$ cat src/rtl/rmv_pkg.sv
// Shared constants and result layout for the running mean and variance unit.
`default_nettype none

package rmv_pkg;

    localparam int COUNT_BITS    = 16;
    localparam int SAMPLE_BITS   = 16;
    localparam int MEAN_BITS     = 32;
    localparam int DIFF_BITS     = MEAN_BITS + 1;
    localparam int SUM_BITS      = 64;
    localparam int PROD_BITS     = 48;
    localparam int FRAC_SHIFT    = 16;
    localparam int VAR_BITS      = 32;
    localparam int ROOT_BITS     = 24;

    localparam int DIV_NUM_BITS  = SUM_BITS - FRAC_SHIFT;
    localparam int DIV_DEN_BITS  = COUNT_BITS;
    localparam int DIV_CNT_BITS  = $clog2(DIV_NUM_BITS);

    localparam int SQRT_IN_BITS  = 2 * ROOT_BITS;
    localparam int SQRT_REM_BITS = ROOT_BITS + 2;
    localparam int SQRT_CNT_BITS = $clog2(ROOT_BITS);

    localparam int IN_DATA_BITS  = ((SAMPLE_BITS + 7) / 8) * 8;
    localparam int RES_BITS      = COUNT_BITS + MEAN_BITS + VAR_BITS + ROOT_BITS + 1;
    localparam int OUT_DATA_BITS = ((RES_BITS + 7) / 8) * 8;
    localparam int OUT_PAD_BITS  = OUT_DATA_BITS - RES_BITS;

    localparam logic [COUNT_BITS-1:0] COUNT_MAX = '1;

    localparam logic OP_PUSH  = 1'b0;
    localparam logic OP_CLEAR = 1'b1;

    typedef struct packed {
        logic [OUT_PAD_BITS-1:0] pad;
        logic                    saturated;
        logic [ROOT_BITS-1:0]    stdev_value;
        logic [VAR_BITS-1:0]     variance_value;
        logic [MEAN_BITS-1:0]    mean_value;
        logic [COUNT_BITS-1:0]   count;
    } rmv_result_t;

endpackage

`default_nettype wire

$ cat src/rtl/running_mean_variance_unit.sv
// Top level: Welford running mean and variance with a shared divider and root unit.
// Each request either pushes a signed Q8.8 sample or clears the statistics, and
// yields one result with the count, the Q8.24 mean, the Q16.16 sample variance
// and its Q8.16 floor square root, plus a sticky saturation flag. A clear or the
// first sample after a clear goes straight to the finish state; every later push
// makes two passes through the 48-step serial divider (mean update and
// variance) and the 24-step serial square root. s_tready is high only while the
// sequencer is idle; a finished result waits in the output register, so the next
// request may enter before it is taken.
`default_nettype none

module running_mean_variance_unit
    import rmv_pkg::*;
(
    input  logic                     clk,
    input  logic                     rst_n,
    input  logic                     s_tvalid,
    output logic                     s_tready,
    input  logic [IN_DATA_BITS-1:0]  s_tdata,   // [15:0] sample
    input  logic                     s_tuser,   // [0] op
    output logic                     m_tvalid,
    input  logic                     m_tready,
    output logic [OUT_DATA_BITS-1:0] m_tdata    // count, mean_value, variance_value,
                                                // stdev_value, saturated, zero pad
);

    typedef enum logic [3:0] {
        ST_IDLE,
        ST_MEAN_GO,
        ST_MEAN_WAIT,
        ST_MULT,
        ST_ACC,
        ST_VAR_GO,
        ST_VAR_WAIT,
        ST_ROOT_GO,
        ST_ROOT_WAIT,
        ST_FINISH
    } state_t;

    state_t                  state_reg, state_next;
    logic [COUNT_BITS-1:0]   count_reg, count_next;
    logic [MEAN_BITS-1:0]    mean_reg, mean_next;
    logic [SUM_BITS-1:0]     sum_reg, sum_next;
    logic                    sat_reg, sat_next;
    logic [MEAN_BITS-1:0]    x_reg, x_next;
    logic [DIFF_BITS-1:0]    d_reg, d_next;
    logic [MEAN_BITS-1:0]    emag_reg, emag_next;
    logic [PROD_BITS-1:0]    prod_reg, prod_next;
    logic [VAR_BITS-1:0]     var_reg, var_next;
    logic [ROOT_BITS-1:0]    root_reg, root_next;
    logic                    m_tvalid_reg, m_tvalid_next;
    rmv_result_t             out_reg, out_next;

    logic [MEAN_BITS-1:0]    x_in;
    logic [COUNT_BITS-1:0]   count_inc;
    logic [DIFF_BITS-1:0]    d_in;
    logic [MEAN_BITS-1:0]    dmag;
    logic [DIFF_BITS:0]      delta;
    logic [DIFF_BITS:0]      new_mean_w;
    logic [MEAN_BITS-1:0]    new_mean;
    logic [DIFF_BITS-1:0]    e_val;
    logic [MEAN_BITS-1:0]    emag;
    logic [2*MEAN_BITS-1:0]  mul_full;
    logic [SUM_BITS:0]       sum_w;

    logic                    div_start;
    logic [DIV_NUM_BITS-1:0] div_dividend;
    logic [DIV_DEN_BITS-1:0] div_divisor;
    logic                    div_done;
    logic [DIV_NUM_BITS-1:0] div_q;
    logic                    sqrt_start;
    logic                    sqrt_done;
    logic [ROOT_BITS-1:0]    sqrt_root;

    assign x_in      = {s_tdata[SAMPLE_BITS-1:0], {(MEAN_BITS - SAMPLE_BITS){1'b0}}};
    assign count_inc = (count_reg == COUNT_MAX) ? count_reg : count_reg + 1'b1;
    assign d_in      = {x_in[MEAN_BITS-1], x_in} - {mean_reg[MEAN_BITS-1], mean_reg};
    assign dmag      = d_reg[DIFF_BITS-1] ? MEAN_BITS'(-d_reg) : d_reg[MEAN_BITS-1:0];

    assign delta      = d_reg[DIFF_BITS-1] ? -{1'b0, div_q[DIFF_BITS-1:0]}
                                           : {1'b0, div_q[DIFF_BITS-1:0]};
    assign new_mean_w = {{2{mean_reg[MEAN_BITS-1]}}, mean_reg} + delta;
    assign new_mean   = new_mean_w[MEAN_BITS-1:0];
    assign e_val      = {x_reg[MEAN_BITS-1], x_reg} - {new_mean[MEAN_BITS-1], new_mean};
    assign emag       = e_val[DIFF_BITS-1] ? MEAN_BITS'(-e_val) : e_val[MEAN_BITS-1:0];

    assign mul_full = {{MEAN_BITS{1'b0}}, dmag} * {{MEAN_BITS{1'b0}}, emag_reg};
    assign sum_w    = {1'b0, sum_reg} + {{(SUM_BITS - PROD_BITS + 1){1'b0}}, prod_reg};

    assign div_dividend = (state_reg == ST_VAR_GO) ? sum_reg[SUM_BITS-1:FRAC_SHIFT]
                        : {{(DIV_NUM_BITS - MEAN_BITS){1'b0}}, dmag};
    assign div_divisor  = (state_reg == ST_VAR_GO) ? count_reg - 1'b1 : count_reg;

    always_comb
    begin
        state_next    = state_reg;
        count_next    = count_reg;
        mean_next     = mean_reg;
        sum_next      = sum_reg;
        sat_next      = sat_reg;
        x_next        = x_reg;
        d_next        = d_reg;
        emag_next     = emag_reg;
        prod_next     = prod_reg;
        var_next      = var_reg;
        root_next     = root_reg;
        out_next      = out_reg;
        m_tvalid_next = m_tvalid_reg & ~m_tready;
        div_start     = 1'b0;
        sqrt_start    = 1'b0;

        case (state_reg)
            ST_IDLE:
            begin
                if (s_tvalid)
                begin
                    if (s_tuser == OP_CLEAR)
                    begin
                        count_next = '0;
                        mean_next  = '0;
                        sum_next   = '0;
                        sat_next   = 1'b0;
                        var_next   = '0;
                        root_next  = '0;
                        state_next = ST_FINISH;
                    end
                    else
                    begin
                        count_next = count_inc;
                        x_next     = x_in;
                        if (count_inc == COUNT_MAX)
                        begin
                            sat_next = 1'b1;
                        end
                        if (count_inc == COUNT_BITS'(1))
                        begin
                            mean_next  = x_in;
                            sum_next   = '0;
                            var_next   = '0;
                            root_next  = '0;
                            state_next = ST_FINISH;
                        end
                        else
                        begin
                            d_next     = d_in;
                            state_next = ST_MEAN_GO;
                        end
                    end
                end
            end
            ST_MEAN_GO:
            begin
                div_start  = 1'b1;
                state_next = ST_MEAN_WAIT;
            end
            ST_MEAN_WAIT:
            begin
                if (div_done)
                begin
                    mean_next  = new_mean;
                    emag_next  = emag;
                    state_next = ST_MULT;
                end
            end
            ST_MULT:
            begin
                prod_next  = mul_full[2*MEAN_BITS-1:FRAC_SHIFT];
                state_next = ST_ACC;
            end
            ST_ACC:
            begin
                if (sum_w[SUM_BITS])
                begin
                    sum_next = '1;
                    sat_next = 1'b1;
                end
                else
                begin
                    sum_next = sum_w[SUM_BITS-1:0];
                end
                state_next = ST_VAR_GO;
            end
            ST_VAR_GO:
            begin
                div_start  = 1'b1;
                state_next = ST_VAR_WAIT;
            end
            ST_VAR_WAIT:
            begin
                if (div_done)
                begin
                    if (|div_q[DIV_NUM_BITS-1:VAR_BITS])
                    begin
                        var_next = '1;
                    end
                    else
                    begin
                        var_next = div_q[VAR_BITS-1:0];
                    end
                    state_next = ST_ROOT_GO;
                end
            end
            ST_ROOT_GO:
            begin
                sqrt_start = 1'b1;
                state_next = ST_ROOT_WAIT;
            end
            ST_ROOT_WAIT:
            begin
                if (sqrt_done)
                begin
                    root_next  = sqrt_root;
                    state_next = ST_FINISH;
                end
            end
            ST_FINISH:
            begin
                if (!m_tvalid_reg || m_tready)
                begin
                    out_next.pad            = '0;
                    out_next.saturated      = sat_reg;
                    out_next.stdev_value    = root_reg;
                    out_next.variance_value = var_reg;
                    out_next.mean_value     = mean_reg;
                    out_next.count          = count_reg;
                    m_tvalid_next           = 1'b1;
                    state_next              = ST_IDLE;
                end
            end
            default:
            begin
                state_next = ST_IDLE;
            end
        endcase
    end

    always_ff @(posedge clk or negedge rst_n)
    begin
        if (!rst_n)
        begin
            state_reg    <= ST_IDLE;
            count_reg    <= '0;
            mean_reg     <= '0;
            sum_reg      <= '0;
            sat_reg      <= 1'b0;
            x_reg        <= '0;
            d_reg        <= '0;
            emag_reg     <= '0;
            prod_reg     <= '0;
            var_reg      <= '0;
            root_reg     <= '0;
            m_tvalid_reg <= 1'b0;
            out_reg      <= '0;
        end
        else
        begin
            state_reg    <= state_next;
            count_reg    <= count_next;
            mean_reg     <= mean_next;
            sum_reg      <= sum_next;
            sat_reg      <= sat_next;
            x_reg        <= x_next;
            d_reg        <= d_next;
            emag_reg     <= emag_next;
            prod_reg     <= prod_next;
            var_reg      <= var_next;
            root_reg     <= root_next;
            m_tvalid_reg <= m_tvalid_next;
            out_reg      <= out_next;
        end
    end

    rmv_div u_div (
        .clk      (clk),
        .rst_n    (rst_n),
        .start    (div_start),
        .dividend (div_dividend),
        .divisor  (div_divisor),
        .done     (div_done),
        .quotient (div_q)
    );

    rmv_sqrt u_sqrt (
        .clk      (clk),
        .rst_n    (rst_n),
        .start    (sqrt_start),
        .radicand ({var_reg, {(SQRT_IN_BITS - VAR_BITS){1'b0}}}),
        .done     (sqrt_done),
        .root     (sqrt_root)
    );

    assign s_tready = (state_reg == ST_IDLE);
    assign m_tvalid = m_tvalid_reg;
    assign m_tdata  = out_reg;

endmodule

`default_nettype wire

$ cat src/rtl/rmv_div.sv
// Iterative restoring divider, one quotient bit per cycle.
`default_nettype none

module rmv_div
    import rmv_pkg::*;
(
    input  logic                    clk,
    input  logic                    rst_n,
    input  logic                    start,
    input  logic [DIV_NUM_BITS-1:0] dividend,
    input  logic [DIV_DEN_BITS-1:0] divisor,
    output logic                    done,
    output logic [DIV_NUM_BITS-1:0] quotient
);

    logic                    busy_reg;
    logic                    done_reg;
    logic [DIV_CNT_BITS-1:0] cnt_reg;
    logic [DIV_NUM_BITS-1:0] num_reg;
    logic [DIV_DEN_BITS-1:0] den_reg;
    logic [DIV_DEN_BITS-1:0] rem_reg;
    logic [DIV_DEN_BITS:0]   trial;
    logic                    fits;

    assign trial = {rem_reg, num_reg[DIV_NUM_BITS-1]};
    assign fits  = trial >= {1'b0, den_reg};

    always_ff @(posedge clk or negedge rst_n)
    begin
        if (!rst_n)
        begin
            busy_reg <= 1'b0;
            done_reg <= 1'b0;
            cnt_reg  <= '0;
        end
        else
        begin
            done_reg <= 1'b0;
            if (start)
            begin
                busy_reg <= 1'b1;
                cnt_reg  <= DIV_CNT_BITS'(DIV_NUM_BITS - 1);
            end
            else if (busy_reg)
            begin
                cnt_reg <= cnt_reg - 1'b1;
                if (cnt_reg == '0)
                begin
                    busy_reg <= 1'b0;
                    done_reg <= 1'b1;
                end
            end
        end
    end

    always_ff @(posedge clk)
    begin
        if (start)
        begin
            num_reg <= dividend;
            den_reg <= divisor;
            rem_reg <= '0;
        end
        else if (busy_reg)
        begin
            num_reg <= {num_reg[DIV_NUM_BITS-2:0], fits};
            if (fits)
            begin
                rem_reg <= DIV_DEN_BITS'(trial - {1'b0, den_reg});
            end
            else
            begin
                rem_reg <= trial[DIV_DEN_BITS-1:0];
            end
        end
    end

    assign done     = done_reg;
    assign quotient = num_reg;

endmodule

`default_nettype wire

$ cat src/rtl/rmv_sqrt.sv
// Iterative floor square root, one root bit per cycle.
`default_nettype none

module rmv_sqrt
    import rmv_pkg::*;
(
    input  logic                     clk,
    input  logic                     rst_n,
    input  logic                     start,
    input  logic [SQRT_IN_BITS-1:0]  radicand,
    output logic                     done,
    output logic [ROOT_BITS-1:0]     root
);

    logic                     busy_reg;
    logic                     done_reg;
    logic [SQRT_CNT_BITS-1:0] cnt_reg;
    logic [SQRT_IN_BITS-1:0]  rad_reg;
    logic [SQRT_REM_BITS-1:0] rem_reg;
    logic [ROOT_BITS-1:0]     root_reg;
    logic [SQRT_REM_BITS+1:0] rem_t;
    logic [SQRT_REM_BITS+1:0] trial;
    logic                     fits;

    assign rem_t = {rem_reg, rad_reg[SQRT_IN_BITS-1 -: 2]};
    assign trial = {2'b00, root_reg, 2'b01};
    assign fits  = rem_t >= trial;

    always_ff @(posedge clk or negedge rst_n)
    begin
        if (!rst_n)
        begin
            busy_reg <= 1'b0;
            done_reg <= 1'b0;
            cnt_reg  <= '0;
        end
        else
        begin
            done_reg <= 1'b0;
            if (start)
            begin
                busy_reg <= 1'b1;
                cnt_reg  <= SQRT_CNT_BITS'(ROOT_BITS - 1);
            end
            else if (busy_reg)
            begin
                cnt_reg <= cnt_reg - 1'b1;
                if (cnt_reg == '0)
                begin
                    busy_reg <= 1'b0;
                    done_reg <= 1'b1;
                end
            end
        end
    end

    always_ff @(posedge clk)
    begin
        if (start)
        begin
            rad_reg  <= radicand;
            rem_reg  <= '0;
            root_reg <= '0;
        end
        else if (busy_reg)
        begin
            rad_reg  <= {rad_reg[SQRT_IN_BITS-3:0], 2'b00};
            root_reg <= {root_reg[ROOT_BITS-2:0], fits};
            if (fits)
            begin
                rem_reg <= SQRT_REM_BITS'(rem_t - trial);
            end
            else
            begin
                rem_reg <= rem_t[SQRT_REM_BITS-1:0];
            end
        end
    end

    assign done = done_reg;
    assign root = root_reg;

endmodule

`default_nettype wire

$ cat config.mk
export PLATFORM = sky130hd
export DESIGN_NAME = running_mean_variance_unit
export DESIGN_NICKNAME = d
export VERILOG_FILES = /design/src/rtl/rmv_pkg.sv /design/src/rtl/running_mean_variance_unit.sv /design/src/rtl/rmv_div.sv /design/src/rtl/rmv_sqrt.sv
export SDC_FILE = /design/constraint.sdc
export NUM_CORES = 2
export LEC_CHECK = 0
export ABC_AREA = 1
export BUFFER_PORTS_ARGS = -buffer_cell sky130_fd_sc_hd__buf_2
export CORE_MARGIN = 1
export CORE_UTILIZATION = 46
export DETAILED_ROUTE_END_ITERATION = 10
export PLACE_DENSITY = 0.68
export SLEW_MARGIN = 20
export SYNTH_ARGS = -nofsm -noshare
export SYNTH_HDL_FRONTEND = slang
export SYNTH_SLANG_ARGS = --single-unit
$ cat constraint.sdc
create_clock -name clk -period 17.3 [get_ports clk]
set_input_delay 0.865 -clock clk [delete_from_list [all_inputs] [get_ports clk]]
set_output_delay 0.865 -clock clk [all_outputs]
set_load 0.02 [all_outputs]
==> run_results.csv <==
group,metric,value,unit
outcome,status,"completed",
routing,dr.pass1.iters,6,
timing,tns,0,ns
timing,setup_ws,6.78,ns
power_and_ir_drop,p_sw_share,25.0,%
synth,ys_async_sr_fraction,72.3,%
power_and_ir_drop,power_density,42.8,nW/um^2
power_and_ir_drop,share_seq_of_total_power,44.3,%
cts,clock_latency,0.72,ns
floorplan,rows,141,
cts,tritoncts,"yes",
critical_path,cp_max_fo,35,
global_routing,track_usage,31.6,%
synth,synth_top_cell_by_area,"fa_1",
placed_design,gp_congestion,1.04,
synth,synth_flop_cell,"dfrtp_1",
cts,cts_num_sinks,585,
placed_design,placed_cell_area,71500,um^2
final_layout,finalInstanceArea,74000,um^2
cts,clk_path_buf_depth,3,
timing,hold_viol,0,
synth,netlist_instances,8855,
timing,slew_headroom,16.6,%
synth,netlist_area,69000,um^2
global_routing,first_global_vias,60936,
routing,drtIter0Drc,5931,
timing,fmax,95.1,MHz
critical_path,crit_arrival,11.13,ns
floorplan,core_area,148000,um^2
power_and_ir_drop,p_leak,38.8,nW
cts,cts_made_buffers,68,
global_routing,grt_remaining_overflow,0,
cts,ctsResizeCount,0,
min_path,holdCritPathClass,"primary input to asynchronous set/reset pin",
critical_path,cp_common_cell,"inv_1",
power_and_ir_drop,p_int,2.38,mW
placed_design,dp_hpwl,187,mm
critical_path,max_stage_delay,0.68,ns
timing,finalCriticalPeriod,10.52,ns
final_layout,largest_register_ff_count,105,
synth,synth_edf_count,96,
final_layout,syn_to_final_growth,7.25,%
critical_path,r2r_start,"d_reg[0]$_DFFE_PN0P_",
synth,synth_area_leaders,"fa_1 (26%), dfrtp_1 (15%), nand2_1 (9.7%)",
timing,finalSetupViolCount,0,
cts,root_buffer,"clkbuf_16",
critical_path,cp_slowest_cell,"nor4_1",
routing,post-route-drc-count,0,
final_layout,drive_above_1_share,6.07,%
floorplan,die_x,389,um
placed_design,portBuffers,127,
synth,synth_seq_area_share,21.4,%
final_layout,nNetsFinal,10152,
power_and_ir_drop,comb_power_share,5.2,%
synth,synth_cell_type_count,73,
routing,ant_nets,0,
synth,ys_warn_count,0,
routing,wl_per_cell,22.0,um
timing,rsz0062_at_grt,"no",
cts,postCtsHoldBufs,0,
critical_path,critPathKind,"register to register",
critical_path,required,17.91,ns
global_routing,grt_antenna_before_repair,5,
timing,worst_slew_pin_slew,1.25,ns
cts,cts.clk_slew.worst_paths,0.06,ns
floorplan,boundaryPins,135,
cts,h-tree-depth,3,
placed_design,dp_slack,7.00,ns
synth,synth_most_common_cell,"nand2_1",
power_and_ir_drop,irDropWorstVdd,0.0000741,V
routing,num_vias,60982,
global_routing,grt_pass1_wl,365,mm
synth,synth-seq-cells,585,
critical_path,critPathLaunchType,"register",
synth,yosysTopAreaCellShare,26.0,%
routing,routed_wl,239,mm
critical_path,crit_start,"d_reg[0]$_DFFE_PN0P_",
cts,post_cts_buffers,0,
power_and_ir_drop,power_switching,0.793,mW
floorplan,die_area,152000,um^2
global_routing,grt_start_max_net_pins,140,
timing,skew,0.0917,ns
synth,synthTopCellsByCount,"nand2_1 (1783), inv_1 (1595), nor2_1 (1020), fa_1 (898), o21ai_0 (649)",
timing,finalCritPeriodShare,60.8,%
final_layout,final_util,49.9,%
critical_path,endpoint_kind,"register",
routing,vias_per_cell,5.61,
synth,synth_area_per_cell,7.80,um^2
timing,slew_violations,0,
flow_run,cap_violations,0,
power_and_ir_drop,p_clk_share,50.5,%
floorplan,floorplan.initialDensity,46.5,%
floorplan,die_h,389,um
## power by group through the flow
| stage | Clock, mW | Sequential (mW) | Combinational [mW] |
|---|---|---|---|
| global route | 1.68 | 1.40 | 0.182 |
| CTS | 1.63 | 1.40 | 0.163 |
| finish | 1.60 | 1.40 | 0.165 |
| detailed placement | 0 | 1.43 | 0.161 |
| floorplan | 0 | 1.43 | 0.104 |
| global placement | 0 | 1.43 | 0.160 |
## metrics by stage
step | hold slack [ns] | total power, mW | std cells
final | 0.150 | 3.17 | 10870
after global routing | 0.201 | 3.27 | 10865
after CTS | 0.144 | 3.20 | 10865
after detailed placement | 0.452 | 1.59 | 10742
after global placement | 0.446 | 1.59 | 10742
after floorplan | 0.429 | 1.53 | 8861
## worst paths after layout
kind	to	slack, ns	cells after the start
hold / removal	m_tdata[84]$_DFFE_PN0P_	0.15	1
min in group clk	u_sqrt.rem_reg[25]$_SDFFE_PP0P_	0.47	2
hold reg to reg	u_sqrt.rem_reg[25]$_SDFFE_PP0P_	0.47	2
setup / recovery	prod_reg[41]$_DFFE_PN0P_	6.78	35
max in group asynchronous	prod_reg[7]$_DFFE_PN0P_	14.95	3
setup reg to reg	prod_reg[41]$_DFFE_PN0P_	6.78	35
## logic make-up after synthesis
kind of cell    count (synthesis)  share of synthesized area (%)
compound gates               1290                           10.3
xor+xnor                      228                           2.89
fa+ha+maj                    1321                           33.7
buf+inv                      1992                           11.1
flops                         585                           21.4
mux                             1                         0.0163
other cells                     1                        0.00543
simple gates                 3437                           20.5
## layout make-up
cell class                 count  area [um^2]
multi-input combinational   6284        46700
tap                         2002         2500
sequential                   585        14800
clock buffer                  93         2000
inverter                    1649         6200
fill                       14378        74300
clock inverter                30          517
antenna                        5         12.5
timing repair buffer         222         1370
## placed cells by master (no fill, tap or decap), types with 66 or more instances in the layout
cell,count
nor2_1,1015
buf_2,126
inv_1,1590
clkbuf_16,71
nand2_1,1781
xor2_1,151
ha_1,423
a21oi_1,331
dfxtp_1,66
o21ai_0,649
fa_1,898
nand3_1,315
dfrtp_1,423
buf_4,94
edfxtp_1,96
xnor2_1,77
nor3_1,70
## worst max-delay path: cells and delay by family (launching register included)
kind                     cells  cell delay (ns)
flip-flops                   1             0.36
AND/OR/NAND/NOR             12             3.33
adder cells (fa/ha/maj)     10             4.53
buffers and inverters       10             1.65
AO/OA/AOI/OAI                3             0.54
## metal layers
layer | up-vias | GRT usage (%) | wire (um) | share of wire [%]
li1 | 27348 | - | - | -
met1 | 29775 | 41.2 | 94200 | 39
met2 | 3151 | 49.1 | 105000 | 44
met3 | 704 | 7.70 | 25300 | 11
met4 | 4 | 15.7 | 14100 | 5.9
met5 | - | 0 | 23 | 0.0096
(Power assumes the default switching activity.)
